[src/design/lwsc_ram.sv]
module lwsc_ram #(
   parameter int WIDTH = 8,
   parameter int DEPTH = 64,
   localparam int AW   = $clog2(DEPTH)
) (
   input  logic             clock,
   input  logic             wr_en,
   input  logic [AW-1:0]    wr_addr,
   input  logic [WIDTH-1:0] wr_data,
   input  logic [AW-1:0]    rd_addr,
   output logic [WIDTH-1:0] rd_data
);

   logic [WIDTH-1:0] mem [DEPTH];

   always_ff @(posedge clock) begin
      if (wr_en) begin
         mem[wr_addr] <= wr_data;
      end
      rd_data <= mem[rd_addr];
   end

endmodule

[config.mk]
export PLATFORM = sky130hd
export DESIGN_NAME = lwsc_ram
export DESIGN_NICKNAME = d
export VERILOG_FILES = /design/src/design/lwsc_ram.sv
export SDC_FILE = /design/constraint.sdc
export NUM_CORES = 1
export LEC_CHECK = 0
export BUFFER_PORTS_ARGS = -buffer_cell sky130_fd_sc_hd__buf_2
export CAP_MARGIN = 20
export CELL_PAD_IN_SITES_DETAIL_PLACEMENT = 0
export CELL_PAD_IN_SITES_GLOBAL_PLACEMENT = 1
export CORE_AREA = 2 2 235 179
export CTS_CLUSTER_DIAMETER = 80
export DETAILED_ROUTE_END_ITERATION = 8
export DIE_AREA = 0 0 237 181
export PLACE_DENSITY_LB_ADDON = 0.1
export SYNTH_ARGS = -nofsm -noshare
export SYNTH_HDL_FRONTEND = slang
export SYNTH_SLANG_ARGS = --single-unit
[constraint.sdc]
create_clock -name clock -period 4 [get_ports clock]
set_clock_uncertainty 0.05 [all_clocks]
set_input_delay 0.8 -clock clock [delete_from_list [all_inputs] [get_ports clock]]
set_output_delay 0.8 -clock clock [all_outputs]
set_load 0.05 [all_outputs]
* Word level (Yosys, flattened, before mapping)
Memory sizes are Yosys's and may differ from the RTL's. A register that Yosys moved wholly into a read port is not among the register bits.
Index checks and enable logic that the tools add are counted.
** Word-level totals
- Bits in registers :: 0
- RAM bits :: 512
- Input port bits :: 22
- Output and inout port bits :: 8
- Word-level logic and storage cells :: 3
- Memories :: 1
** Cells by class
- Mux-type cells :: 2
** Memories
- mem :: depth 64, bits a word 8, read ports 1, clocked after memory_dff 1, wr ports 1, RTL line 14 : logic [WIDTH-1:0] mem [DEPTH];
** Operator list (number)
- $mux 1 :: 2

* Longest topological paths before layout
- Depth after elaboration :: 2
- Mapped depth :: 9

* Worst setup path after synthesis
Ideal clock, no wire load.
- Path kind :: input to register
- From :: input rd_addr[1]
- To :: register rd_data[3], read port of mem
- Arrival time :: 2340 ps
- Data required time :: 3822 ps
- Setup slack :: 1482 ps
- Cell stages on the path :: 7
- Buffers on the path :: 3
- Cells stage by stage :: buf_4 buf_2 buf_2 mux4_2 mux4_2 o21ai_1 o41ai_1
** RTL lines
- from (decl) :: RTL line 10 : input logic [AW-1:0] rd_addr,
- to (decl) :: RTL line 11 : output logic [WIDTH-1:0] rd_data

==> flow_summary.ini <==
[run_status]
outcome = finished clean

[detailed_routing]
top_layer = met4
vias_per_cell = 6.04
routed_wl_um = 45200
post_drt_wl_per_cell_um = 28.8
drc = 0
drt_iter0_markers = 957
vias = 9496
met1_length_um = 20100
route.met3.wl_um = 2960
firstDrtPassIters = 5
ant_nets = 0
met2_length_um = 21100

[clocking]
cts-root-buf = clkbuf_16
cts_htree_levels = 2
clockBufferDepth = 3
postCtsResizedCells = 0
cts_tree = yes
path_clk_slew_ns = 0.06
clock_latency_ns = 0.58
cts_hold_buf = 0
cts_setup_buffers = 0
clock_sinks = 520
cts_buffers = 50

[sta]
period_share = 0.664
finalSetupViolCount = 0
tns_ns = 0
worst_slew_pin_slew_ns = 1.02
hold_viol = 0
slew_viol_final = 0
whs_ns = 0.580
relSlewSlack = 0.318
period_needed_ns = 2.66
max_freq_ghz = 0.377
rsz0062_at_grt = no

[setup_path]
arrival_ns = 3.05
cp-end-kind = register
reg2reg_slack_ns = 1.89
slowest_delay_ns = 0.56
r2r-start = mem[47][1]
required_ns = 4.39
worst-r2r-cell-count = 4
r2r-end = rd_data[1]
cp_max_fo = 50
critPathSlowestCell = mux4_2
path_cells = clkbuf_8, buf_12, mux4_2, mux4_2, o21ai_0, nand2_1
setup.worst_path.start_class = input port
cpMostUsedCell = mux4_2
critPathKind = input port to register

[pwr]
powerDensity_mw_per_mm2 = 512
p_leak_nw = 7.13
p_clk_frac = 0.430
vdd_drop_max_mv = 0.350
power_switching_mw = 2.38
p_comb_frac = 0.051
internal_power_mw = 9.28
swShare = 0.204
seqPwrFrac = 0.519

[global_route]
grt_max_degree = 65
grt.overflow.total = 0
antenna_found_initial = 1
grt_usage = 0.217
grt_pass1_vias = 9680
grt_pass1_wl_um = 66700

[worst_hold_path]
worstHoldStart = wr_data[4]
holdPathEnd = mem[57][4]
hold_path_depth = 1
hold_path.class = input port to register

[placement]
place.gp.congestion = 0.838
dpl.hpwl_um = 28100
io_buffers = 29

[final_layout]
mostFrequentLayoutCells = edfxtp_1, mux4_2, nor2_1
mostFrequentLayoutCell = edfxtp_1
nFillCells = 2948
syn2layout_area_growth_pct = 12.9
fin_util = 0.563
final_nets = 1024
drive_gt1_frac = 0.264

[yosys]
synth-xor-area-share = 0
syn_area_mm2 = 0.0202
syn_nets = 962
synthCells = 940
ys_seq_area_frac = 0.770
synthAdderAreaFrac = 0
synth.mux.area_fraction = 0.159
synthSimpleGateAreaFrac = 0.0339
synth_compound_area_frac = 0.0207
synth-main-ff-cell = edfxtp_1
synth_edf_count = 512
synth.avg_cell_area_um2 = 21.5
ys_types = 40
synth.ff_latch_count = 520
synth_top_family_by_area = multiplexers
ys_async_sr_fraction = 0
yosys_warnings = 0

[floorplanning]
die_area_mm2 = 0.0429
core_area_mm2 = 0.0404
dieHeight_um = 181
row_count = 64
die_w_um = 237
io_pins = 30
start_util = 0.499

[flow_run]
maxCapViolations = 0
[cells by family (layout without fill, tap and decap cells)]
logic type      after synthesis  in the layout
simple gates                153            153
other cells                   0              1
buf+inv                      51            154
mux                         162            162
compound gates               54             54
flops                       520            520
[critical path: cells and delay by family]
family	cells	cell delay, ns
mux	2	1.06
simple gates	1	0.08
compound gates	1	0.18
buf+inv	2	0.83
[routing by layer]
layer,global-route usage,vias up
met5,0,-
met4,0.0582,0
met1,0.324,5064
met3,0.0458,62
met2,0.329,306
li1,-,4064
[Yosys cell counts, types with 2 or more instances]
cell type / n / area (um^2)
o41ai_1: 2 / 17.5
buf_12: 2 / 40.0
a221oi_1: 6 / 52.6
a2111oi_0: 2 / 17.5
buf_4: 13 / 97.6
nor2_1: 83 / 312
nor4_1: 2 / 12.5
nand3b_1: 3 / 22.5
o21ai_0: 2 / 10.0
clkbuf_1: 17 / 63.8
a22oi_1: 3 / 22.5
dfxtp_1: 8 / 160
a21oi_1: 3 / 15.0
nor3_1: 7 / 35.0
nand2_1: 19 / 71.3
a211oi_1: 4 / 30.0
buf_1: 4 / 15.0
o22ai_1: 8 / 50.1
nand4_1: 2 / 12.5
o221a_2: 2 / 22.5
o21ai_1: 2 / 10.0
buf_2: 11 / 55.1
o221ai_1: 8 / 70.1
mux2_2: 13 / 146
o32ai_1: 2 / 17.5
nor2b_1: 14 / 87.6
nand3_1: 13 / 65.1
o21a_1: 2 / 15.0
mux2i_1: 23 / 230
buf_6: 4 / 45.0
o2111ai_1: 3 / 26.3
edfxtp_1: 512 / 15400
mux4_2: 126 / 2840
nand2b_1: 7 / 43.8
o2bb2ai_1: 3 / 26.3
[final cells by class]
| cell class | instances | area [um^2] | area share |
|---|---|---|---|
| Sequential cell | 520 | 15500 | 0.682 |
| Multi-Input combinational cell | 369 | 4320 | 0.190 |
| Clock buffer | 59 | 1310 | 0.0574 |
| Tap cell | 528 | 661 | 0.0290 |
| Timing Repair Buffer | 61 | 507 | 0.0223 |
| Clock inverter | 34 | 438 | 0.0192 |
| Antenna cell | 1 | 2.50 | 0.000110 |
[state kept, by name, indices dropped and copies added, names as in the netlist]
register	count
mem	512
rd_data	8
[worst max path at each step]
| stage | from | endpoint | slack [ns] | cells after the start |
|---|---|---|---|---|
| finish | rd_addr[0] | rd_data[7] | 1.34 | 6 |
| CTS | rd_addr[0] | rd_data[7] | 1.32 | 6 |
| detailed placement | rd_addr[0] | rd_data[4] | 0.73 | 6 |
| global route | rd_addr[0] | rd_data[7] | 1.20 | 6 |
| global placement | rd_addr[0] | rd_data[7] | 0.74 | 6 |
| floorplan | rd_addr[1] | rd_data[3] | 1.48 | 7 |
[per-stage QoR]
step / total power, mW / setup WS [ns] / cell area [um^2] / std cells
detailed placement: 6.76 / 0.731 / 20900 / 1473
global route: 12.0 / 1.20 / 22800 / 1571
finish: 11.7 / 1.34 / 22800 / 1572
floorplan: 6.51 / 1.48 / 20200 / 940
CTS: 11.7 / 1.32 / 22700 / 1566
global placement: 6.75 / 0.740 / 20900 / 1473
[power by group through the flow]
stage                     registers (mW)  clock network, mW  logic (mW)
after floorplan                     6.19                  0       0.321
after global placement              6.17                  0       0.578
after detailed placement            6.17                  0       0.591
after CTS                           6.05               5.08       0.592
after global routing                6.05               5.31       0.637
final                               6.05               5.02       0.594
Power figures use the tool's default switching activity.
