File: src/design/lwsc_pkg.sv
package lwsc_pkg;

   localparam int SLOTS_DEFAULT = 64;
   localparam int OPCODE_W      = 2;
   localparam int SECTOR_W      = 32;
   localparam int SLOT_W        = 6;
   localparam int STAMP_W       = 64;

   typedef enum logic [OPCODE_W-1:0] {
      OP_READ     = 2'd0,
      OP_WRITE    = 2'd1,
      OP_PREFETCH = 2'd2,
      OP_FLUSH    = 2'd3
   } opcode_type;

   typedef logic [SLOT_W-1:0]   slot_type;
   typedef logic [SECTOR_W-1:0] sector_type;
   typedef logic [STAMP_W-1:0]  stamp_type;

   // one slot as held in the tag ram
   typedef struct packed {
      sector_type tag;
      logic       dirty;
      stamp_type  stamp;
   } entry_type;

   typedef struct packed {
      slot_type   slot;
      logic       hit;
      logic       fill_needed;
      logic       writeback;
      sector_type writeback_sector;
      logic       last;
   } rsp_type;

   typedef enum logic [1:0] {
      ST_IDLE   = 2'd0,
      ST_SCAN   = 2'd1,
      ST_FINISH = 2'd2
   } state_type;

endpackage

File: src/design/lwsc_ctrl.sv
module lwsc_ctrl #(
   parameter int SLOTS = lwsc_pkg::SLOTS_DEFAULT,
   localparam int IDX_W = $clog2(SLOTS),
   localparam int CNT_W = $clog2(SLOTS + 1),
   localparam int ENT_W = $bits(lwsc_pkg::entry_type)
) (
   input  logic                          clock,
   input  logic                          reset,
   input  logic                          req_valid,
   input  logic [lwsc_pkg::OPCODE_W-1:0] req_opcode,
   input  lwsc_pkg::sector_type          req_sector,
   output logic                          req_ready,
   input  logic                          out_free,
   output logic                          rsp_load,
   output lwsc_pkg::rsp_type             rsp_data,
   output logic [IDX_W-1:0]              rd_addr,
   input  logic [ENT_W-1:0]              rd_data,
   output logic                          wr_en,
   output logic [IDX_W-1:0]              wr_addr,
   output logic [ENT_W-1:0]              wr_data
);

   lwsc_pkg::state_type  state_ff, state_in;
   lwsc_pkg::opcode_type op_ff, op_in;
   lwsc_pkg::sector_type sector_ff, sector_in;
   logic [CNT_W-1:0]     count_ff, count_in;
   lwsc_pkg::stamp_type  counter_ff, counter_in;
   logic [IDX_W-1:0]     idx_ff, idx_in;
   lwsc_pkg::stamp_type  min_stamp_ff, min_stamp_in;
   logic [IDX_W-1:0]     vic_idx_ff, vic_idx_in;
   lwsc_pkg::sector_type vic_tag_ff, vic_tag_in;
   logic                 vic_dirty_ff, vic_dirty_in;
   logic                 pend_valid_ff, pend_valid_in;
   logic [IDX_W-1:0]     pend_idx_ff, pend_idx_in;
   lwsc_pkg::sector_type pend_tag_ff, pend_tag_in;

   lwsc_pkg::entry_type  rd_entry;
   lwsc_pkg::entry_type  wr_entry;
   logic                 accept;
   logic                 req_pf_zero;
   logic                 is_flush;
   logic                 hit;
   logic                 last_entry;
   logic                 stall;
   logic                 alloc;
   logic [IDX_W-1:0]     chosen;

   assign rd_entry    = lwsc_pkg::entry_type'(rd_data);
   assign wr_data     = ENT_W'(wr_entry);
   assign req_ready   = (state_ff == lwsc_pkg::ST_IDLE);
   assign accept      = req_valid && req_ready;
   assign req_pf_zero = (req_opcode == lwsc_pkg::OP_PREFETCH) && (req_sector == '0);
   assign is_flush    = (op_ff == lwsc_pkg::OP_FLUSH);
   assign hit         = !is_flush && (rd_entry.tag == sector_ff);
   // slots are allocated in order and never freed, so the valid ones are 0 .. count-1
   assign last_entry  = (CNT_W'(idx_ff) + CNT_W'(1)) == count_ff;
   // a result has nowhere to go: hold the walk and read the same entry again
   assign stall       = (hit || (is_flush && rd_entry.dirty && pend_valid_ff)) && !out_free;
   assign alloc       = (count_ff != CNT_W'(SLOTS));
   assign chosen      = alloc ? count_ff[IDX_W-1:0] : vic_idx_ff;

   always_comb begin
      state_in = state_ff;
      unique case (state_ff)
         lwsc_pkg::ST_IDLE: begin
            if (accept) begin
               if (req_pf_zero || (count_ff == '0)) begin
                  state_in = lwsc_pkg::ST_FINISH;
               end else begin
                  state_in = lwsc_pkg::ST_SCAN;
               end
            end
         end
         lwsc_pkg::ST_SCAN: begin
            if (!stall) begin
               if (hit) begin
                  state_in = lwsc_pkg::ST_IDLE;
               end else if (last_entry) begin
                  state_in = lwsc_pkg::ST_FINISH;
               end
            end
         end
         lwsc_pkg::ST_FINISH: begin
            if (out_free) begin
               state_in = lwsc_pkg::ST_IDLE;
            end
         end
         default: state_in = lwsc_pkg::ST_IDLE;
      endcase
   end

   always_comb begin
      op_in         = op_ff;
      sector_in     = sector_ff;
      count_in      = count_ff;
      counter_in    = counter_ff;
      idx_in        = idx_ff;
      min_stamp_in  = min_stamp_ff;
      vic_idx_in    = vic_idx_ff;
      vic_tag_in    = vic_tag_ff;
      vic_dirty_in  = vic_dirty_ff;
      pend_valid_in = pend_valid_ff;
      pend_idx_in   = pend_idx_ff;
      pend_tag_in   = pend_tag_ff;
      rd_addr       = idx_ff;
      wr_en         = 1'b0;
      wr_addr       = idx_ff;
      wr_entry      = rd_entry;
      rsp_load      = 1'b0;
      rsp_data      = '0;
      unique case (state_ff)
         lwsc_pkg::ST_IDLE: begin
            rd_addr = '0;
            idx_in  = '0;
            if (accept) begin
               op_in         = lwsc_pkg::opcode_type'(req_opcode);
               sector_in     = req_sector;
               pend_valid_in = 1'b0;
            end
         end
         lwsc_pkg::ST_SCAN: begin
            if (!stall) begin
               if (is_flush) begin
                  if (rd_entry.dirty) begin
                     wr_en          = 1'b1;
                     wr_entry.dirty = 1'b0;
                     // the previous dirty slot is now known not to be the final one
                     if (pend_valid_ff) begin
                        rsp_load                  = 1'b1;
                        rsp_data.slot             = lwsc_pkg::slot_type'(pend_idx_ff);
                        rsp_data.writeback        = 1'b1;
                        rsp_data.writeback_sector = pend_tag_ff;
                     end
                     pend_valid_in = 1'b1;
                     pend_idx_in   = idx_ff;
                     pend_tag_in   = rd_entry.tag;
                  end
               end else if (hit) begin
                  wr_en            = 1'b1;
                  wr_entry.dirty   = rd_entry.dirty || (op_ff == lwsc_pkg::OP_WRITE);
                  wr_entry.stamp   = counter_ff;
                  counter_in       = counter_ff + lwsc_pkg::stamp_type'(1);
                  rsp_load         = 1'b1;
                  rsp_data.slot    = lwsc_pkg::slot_type'(idx_ff);
                  rsp_data.hit     = 1'b1;
                  rsp_data.last    = 1'b1;
               end else if ((idx_ff == '0) || (rd_entry.stamp < min_stamp_ff)) begin
                  min_stamp_in = rd_entry.stamp;
                  vic_idx_in   = idx_ff;
                  vic_tag_in   = rd_entry.tag;
                  vic_dirty_in = rd_entry.dirty;
               end
               if (!last_entry) begin
                  idx_in  = idx_ff + IDX_W'(1);
                  rd_addr = idx_ff + IDX_W'(1);
               end
            end
         end
         lwsc_pkg::ST_FINISH: begin
            if (out_free) begin
               rsp_load      = 1'b1;
               rsp_data.last = 1'b1;
               if (is_flush) begin
                  if (pend_valid_ff) begin
                     rsp_data.slot             = lwsc_pkg::slot_type'(pend_idx_ff);
                     rsp_data.writeback        = 1'b1;
                     rsp_data.writeback_sector = pend_tag_ff;
                  end
                  pend_valid_in = 1'b0;
               end else if (!((op_ff == lwsc_pkg::OP_PREFETCH) && (sector_ff == '0))) begin
                  wr_en                = 1'b1;
                  wr_addr              = chosen;
                  wr_entry.tag         = sector_ff;
                  wr_entry.dirty       = (op_ff == lwsc_pkg::OP_WRITE);
                  wr_entry.stamp       = counter_ff;
                  counter_in           = counter_ff + lwsc_pkg::stamp_type'(1);
                  if (alloc) begin
                     count_in = count_ff + CNT_W'(1);
                  end
                  rsp_data.slot        = lwsc_pkg::slot_type'(chosen);
                  rsp_data.fill_needed = 1'b1;
                  rsp_data.writeback   = !alloc && vic_dirty_ff;
                  if (!alloc && vic_dirty_ff) begin
                     rsp_data.writeback_sector = vic_tag_ff;
                  end
               end
            end
         end
         default: begin
         end
      endcase
   end

   always_ff @(posedge clock) begin
      if (reset) begin
         state_ff      <= lwsc_pkg::ST_IDLE;
         count_ff      <= '0;
         counter_ff    <= '0;
         pend_valid_ff <= 1'b0;
      end else begin
         state_ff      <= state_in;
         count_ff      <= count_in;
         counter_ff    <= counter_in;
         pend_valid_ff <= pend_valid_in;
      end
   end

   always_ff @(posedge clock) begin
      op_ff        <= op_in;
      sector_ff    <= sector_in;
      idx_ff       <= idx_in;
      min_stamp_ff <= min_stamp_in;
      vic_idx_ff   <= vic_idx_in;
      vic_tag_ff   <= vic_tag_in;
      vic_dirty_ff <= vic_dirty_in;
      pend_idx_ff  <= pend_idx_in;
      pend_tag_ff  <= pend_tag_in;
   end

endmodule
File: config.mk
export PLATFORM = sky130hd
export DESIGN_NAME = lwsc_ctrl
export DESIGN_NICKNAME = d
export VERILOG_FILES = /design/src/design/lwsc_pkg.sv /design/src/design/lwsc_ctrl.sv
export SDC_FILE = /design/constraint.sdc
export NUM_CORES = 1
export LEC_CHECK = 0
export BUFFER_PORTS_ARGS = -buffer_cell sky130_fd_sc_hd__buf_4
export CAP_MARGIN = 20
export CORE_MARGIN = 5
export CORE_UTILIZATION = 45
export CTS_CLUSTER_SIZE = 40
export DETAILED_ROUTE_END_ITERATION = 7
export GPL_TIMING_DRIVEN = 0
export HOLD_SLACK_MARGIN = 0.08
export PLACE_DENSITY = 0.7
export SKIP_CTS_REPAIR_TIMING = 1
export SLEW_MARGIN = 40
export SYNTH_ARGS = -nofsm -noshare
export SYNTH_HDL_FRONTEND = slang
export SYNTH_SLANG_ARGS = --single-unit
File: constraint.sdc
create_clock -name clock -period 7.2 [get_ports clock]
set_clock_uncertainty 0.05 [all_clocks]
set_input_delay 1.08 -clock clock [delete_from_list [all_inputs] [get_ports clock]]
set_output_delay 1.08 -clock clock [all_outputs]
set_load 0.02 [all_outputs]
* After elaboration in Yosys (flattened, before gate mapping)
Cells that the tools add are included.
** Storage, ports and cells
- Register bits after elaboration :: 255
- Input port bits :: 135
- Output and inout bits :: 154
- Logic and storage cells :: 146
** Operators by class
- $add $sub $neg :: 4
- Order comparisons :: 1
- Eq/ne operators :: 20
- Mux-type cells :: 75
- Bitwise operators :: 4
- Reduce and logical (&&, ||, !) cells :: 29
** Operators by type and width (count)
- two-way mux 64 bit :: 7
- two-way mux 97 bit :: 3
- two-way mux 33 bit :: 4
- two-way mux 65 bit :: 2
- one-hot mux 65 bit (2 select lines) :: 1
- one-hot mux 64 bit (2 select lines) :: 1
- two-way mux 6 bit :: 13
- two-way mux 34 bit :: 2
- one-hot mux 34 bit (2 select lines) :: 1
- adder 64 x 1 -> 64 bit, second input constant :: 1
- zero test 32 bit :: 2
- less-than comparator 64 bit :: 1
- two-way mux 32 bit :: 2
- two-way mux 35 bit :: 1
- == test 32 bit :: 1
- two-way mux 1 bit :: 24
- one-hot mux 6 bit (2 select lines) :: 2
- inequality test 2 bit, second input constant :: 9
- two-way mux 7 bit :: 2
- AND reduction 7 bit :: 2
- two-way mux 2 bit :: 6
- AND reduction 5 bit :: 2
- == test 2 bit, second input constant :: 4
- logical AND 1 bit :: 8
- other kinds (21) :: 32

* Logic depth before layout (Yosys ltp)
- Word-level depth :: 8
- Depth in mapped cells :: 11
- Mapped depth without buffers :: 9

* Worst setup path before layout
OpenSTA, ideal clock, no wires.
- Path kind :: input -> register
- Start point :: input port rd_data[41]
- End point :: register min_stamp_ff[0], enable pin
- Library setup time :: 0.565 ns
- Arrival :: 6.702 ns
- Required time :: 6.585 ns
- Slack :: -0.117 ns
- Stages :: 8
- Buffers on the path :: 0
- Path through :: ha_1 -> a21o_1 -> a21o_1 -> a2111oi_0 -> o21ai_0 -> a21oi_1 -> o221ai_1 -> nor2_1
** On the way
- Longest elaborated chain between the ends :: 3
** Ends and longest elaborated chain
- start: declaration :: RTL line lwsc_ctrl.sv:17 : input logic [ENT_W-1:0] rd_data,
- less-than comparator 64 bit :: RTL line lwsc_ctrl.sv:147 : end else if ((idx_ff == '0) || (rd_entry.stamp < min_stamp_ff)) begin
- logical OR 1 bit :: RTL line lwsc_ctrl.sv:147
- AND reduction 5 bit (no line)
- end signal: assignment :: RTL line lwsc_ctrl.sv:212 : min_stamp_ff <= min_stamp_in;
- end: declaration :: RTL line lwsc_ctrl.sv:29 : lwsc_pkg::stamp_type min_stamp_ff, min_stamp_in;
Every way passes these cells.
A chain may end at the register's enable or synchronous reset.

* Worst setup path in the final report
- Start point :: input port rd_data[70]
- End point :: output port wr_data[20]
** On the way
- Longest elaborated chain between the ends :: 6
- Elaborated cells between the ends (all ways) :: 8
- Classes of those cells :: eq/ne (1); mux (4); reduce/logical (3)
** Ends and longest elaborated chain
- == test 32 bit * :: RTL line lwsc_ctrl.sv:54 : assign hit = !is_flush && (rd_entry.tag == sector_ff);
- logical AND 1 bit * :: RTL line lwsc_ctrl.sv:54
- two-way mux 65 bit or logical OR 1 bit (tied branches) :: RTL line lwsc_ctrl.sv:138, lwsc_ctrl.sv:58
- two-way mux 64 bit or logical AND 1 bit (tied branches) :: RTL line lwsc_ctrl.sv:123, lwsc_ctrl.sv:58
- two-way mux 65 bit * :: RTL line lwsc_ctrl.sv:122 : if (!stall) begin
- one-hot mux 65 bit (2 select lines) * :: RTL line lwsc_ctrl.sv:111 : unique case (state_ff)
- end: declaration :: RTL line lwsc_ctrl.sv:20 : output logic [ENT_W-1:0] wr_data
Every way passes the cells marked *; elsewhere a longest branch is shown, timed or not.

==> out/results.txt <==
Post-Synth Simple-Gate Area = 17.69%
I/O Buffers = 287
cell area power density = 267.3 nW/µm²
combinational power share = 31.5%
First-pass DRT Iterations = 8
initial antenna violation count = 0
DP HPWL = 33120 µm
synth unique cells = 72
Clock Sinks = 255
Slew Viols, Final = 0
Data arrival, critical path = 4.13 ns
core area = 30590 µm²
vias in the first global route = 11720
largest net degree at the start of global routing = 35
pre-CTS setup slack = 2.047 ns
Reg2Reg Depth = 13
I/O Pins = 289
Mapped Cells = 1364
post-synthesis mux area share = 2.212%
Fillers = 2647
share of cells above drive strength 1 = 25.54%
syn nets = 1570
RSZ-0062 raised after global routing = no
placer congestion estimate = 0.9068
clock buffer depth = 3
run status = complete, no violations
Synth Area in Compound Gates = 15.99%
CP startpoint = rd_data[70]
CP Max Fanout = 10
CTS clk-pin slew, worst paths = 0.05 ns
Post-Synth Adder-Cell Area = 6.358%
Cell Count, Final, Fillers Out = 2111
Worst Hold Path Cells = 0
Post-route DRC = 0
sequential fraction of the synthesis area = 49.07%
area delta synth->final = 27.44%
first-pass GRT wire length = 64880 µm
Reg-to-Reg Start = min_stamp_ff[5]
endpoint class of the critical path = output pin
DRT Wirelength = 42660 µm
max_slew headroom = 44.24%
routed vias = 12199
slew of the pin with the lowest slew margin = 0.8338 ns
top_reg_cell synth = edfxtp_1
Hold Crit Class = reg -> reg
Sw Pwr = 1556 µW
sequential share of power = 36.5%
Static Leak = 0.007288 µW
EDFF count, synth = 175
Clock Tree Root = clkbuf_16
Crit path required time = 6.07 ns
antenna-violating nets left = 0
Yosys Warn Count = 0
post-synthesis xor/xnor area fraction = 3.385%
Detailed Route Iter0 Violations = 990
Yosys reg bits = 255
row count = 64
Synth Area per Inst = 10.24 µm²
aggregate global routing overflow = 0
die area = 34670 µm²
Power Internal = 3203 µW
r2r endpoint = min_stamp_ff[4]
Tcrit/Tclk final = 73.11%
cell total after placement = 2059
clock share of power = 32.0%
largest family of logic cells by synthesized area = simple AND/OR/NAND/NOR gates
H-tree level count = 1
clk_lat worst skew = 0.55 ns
per-cell routed wire length = 20.21 µm
cts bufs inserted = 28
Fin. Hold Viols = 0
min Tclk post-route = 5.264 ns
Die Span X = 186.2 µm
final setup fails = 0
Net Sw Frac = 32.69%
PnR worst setup slack = 1.936 ns
crit path capture = wr_data[20]
Async S/R FF share, synth = 0%
gr usage total = 23.66%
number of vias per cell = 5.779
number of diodes = 0
r2r setup slk = 3.41 ns
Fmax = 190.0 MHz
NumNets Final = 1899
die height = 186.2 µm
Critical Path Source Type = input port
Initial Util = 45.68%
fin util = 58.21%
WS Path Type = in -> out
Cell Area, Synth = 13970 µm²
CTS tree = built
maxcap violations = 0
Max VDD drop = 0.2128 mV
==> synthesized netlist by cell type (all sizes together) (13+ instances only) <==
| library cell | instances | area share [%] |
|---|---|---|
| o21ai | 30 | 1.1 |
| buf | 36 | 1.7 |
| and3 | 13 | 0.58 |
| o41ai | 13 | 0.81 |
| nor4 | 45 | 2.2 |
| or3 | 17 | 0.81 |
| inv | 92 | 2.5 |
| nor3 | 25 | 1.0 |
| dfxtp | 80 | 11 |
| ha | 71 | 6.4 |
| a22o | 96 | 6.0 |
| nand2 | 166 | 4.5 |
| nand4 | 41 | 1.9 |
| a21oi | 48 | 1.8 |
| mux2 | 23 | 1.9 |
| nand3 | 45 | 1.7 |
| clkbuf | 43 | 1.2 |
| edfxtp | 175 | 38 |
| nor2 | 79 | 2.1 |
| xor2 | 43 | 2.7 |
| a21o | 22 | 1.2 |
| o311ai | 13 | 0.81 |
| or2 | 14 | 0.63 |
| nor2b | 22 | 0.99 |
==> power by group through the flow <==
| stage | sequential, µW | combinational (µW) | clock [µW] |
|---|---|---|---|
| floorplan | 1750 | 881 | 0 |
| global placement | 1770 | 1450 | 0 |
| detailed placement | 1770 | 1490 | 0 |
| CTS | 1740 | 1490 | 1540 |
| global route | 1740 | 1610 | 1610 |
| finish | 1740 | 1500 | 1520 |
==> kinds of logic (layout without fill, tap and decap cells) <==
group	after synthesis	in the layout
AND/OR/NAND/NOR	490	490
AO/OA/AOI/OAI	295	295
multiplexers	28	28
flip-flops	255	255
buffers and inverters	171	522
adder cells (fa/ha/maj)	71	71
XOR/XNOR	54	54
==> through the flow <==
step                      hold WS (ns)  TNS, ns  instance area, µm²  total power [µW]
after global routing            0.4267        0               17810              4962
after floorplan                 0.3768        0               13970              2630
after detailed placement        0.3974        0               16820              3256
after CTS                       0.4100        0               17810              4771
after global placement          0.3865   -56.27               16620              3226
final                           0.4071        0               17810              4759
==> layer usage <==
layer,up-vias,share of wire (%),track usage [%]
met3,74,7.4,3.676
met1,5906,42,32.46
met5,-,0,0
li1,5743,-,-
met2,476,48,39.36
met4,0,2.8,6.500
==> worst min-delay path by stage <==
| stage | start | to |
|---|---|---|
| after detailed placement | idx_ff[5] | pend_idx_ff[5] |
| final | idx_ff[5] | vic_idx_ff[5] |
| after floorplan | idx_ff[5] | pend_idx_ff[5] |
| after CTS | idx_ff[5] | pend_idx_ff[5] |
| after global placement | idx_ff[5] | pend_idx_ff[5] |
| after global routing | idx_ff[5] | pend_idx_ff[5] |
==> cells in the final DEF (no fill, tap or decap), types with 20 or more instances in the layout <==
cell type / netlist / final
a21oi_1: 47 / 47
buf_2: 18 / 20
nand2_1: 166 / 166
dfxtp_1: 80 / 80
a21o_1: 21 / 21
inv_1: 92 / 92
edfxtp_1: 175 / 175
nand3_1: 43 / 43
mux2_2: 23 / 23
clkbuf_16: 0 / 28
nor2b_1: 22 / 22
a22o_1: 96 / 96
nor4_1: 43 / 43
o21ai_0: 29 / 29
nand4_1: 40 / 40
nor3_1: 22 / 21
clkbuf_1: 43 / 47
nor2_1: 79 / 78
buf_4: 10 / 301
ha_1: 71 / 71
xor2_1: 43 / 43
==> critical path, cell delays in order <==
cell,delay (ns)
buf_4,0.14
xor2_1,0.14
nor4_1,0.41
nand4_1,0.30
nor3_2,0.67
nand3_1,0.27
a21boi_1,0.19
buf_2,0.36
buf_4,0.24
a22o_1,0.17
buf_4,0.15
==> registers in the layout (all words and copies together), names as in the netlist, 2 cells and up <==
name,cells
counter_ff,64
min_stamp_ff,64
pend_tag_ff,32
sector_ff,32
vic_tag_ff,32
count_ff,7
idx_ff,6
pend_idx_ff,6
vic_idx_ff,6
op_ff,2
state_ff,2
==> layout make-up <==
| cell class | instances | area (µm²) | area share [%] |
|---|---|---|---|
| buffer | 79 | 394.1 | 2.213 |
| clock buffer | 32 | 715.7 | 4.019 |
| clock inverter | 20 | 269.0 | 1.511 |
| inverter | 92 | 345.3 | 1.939 |
| multi-input combinational | 938 | 6395 | 35.91 |
| sequential | 255 | 6857 | 38.51 |
| tap | 396 | 495.5 | 2.783 |
| timing repair buffer | 299 | 2335 | 13.11 |
Power figures use the tool's default switching activity.
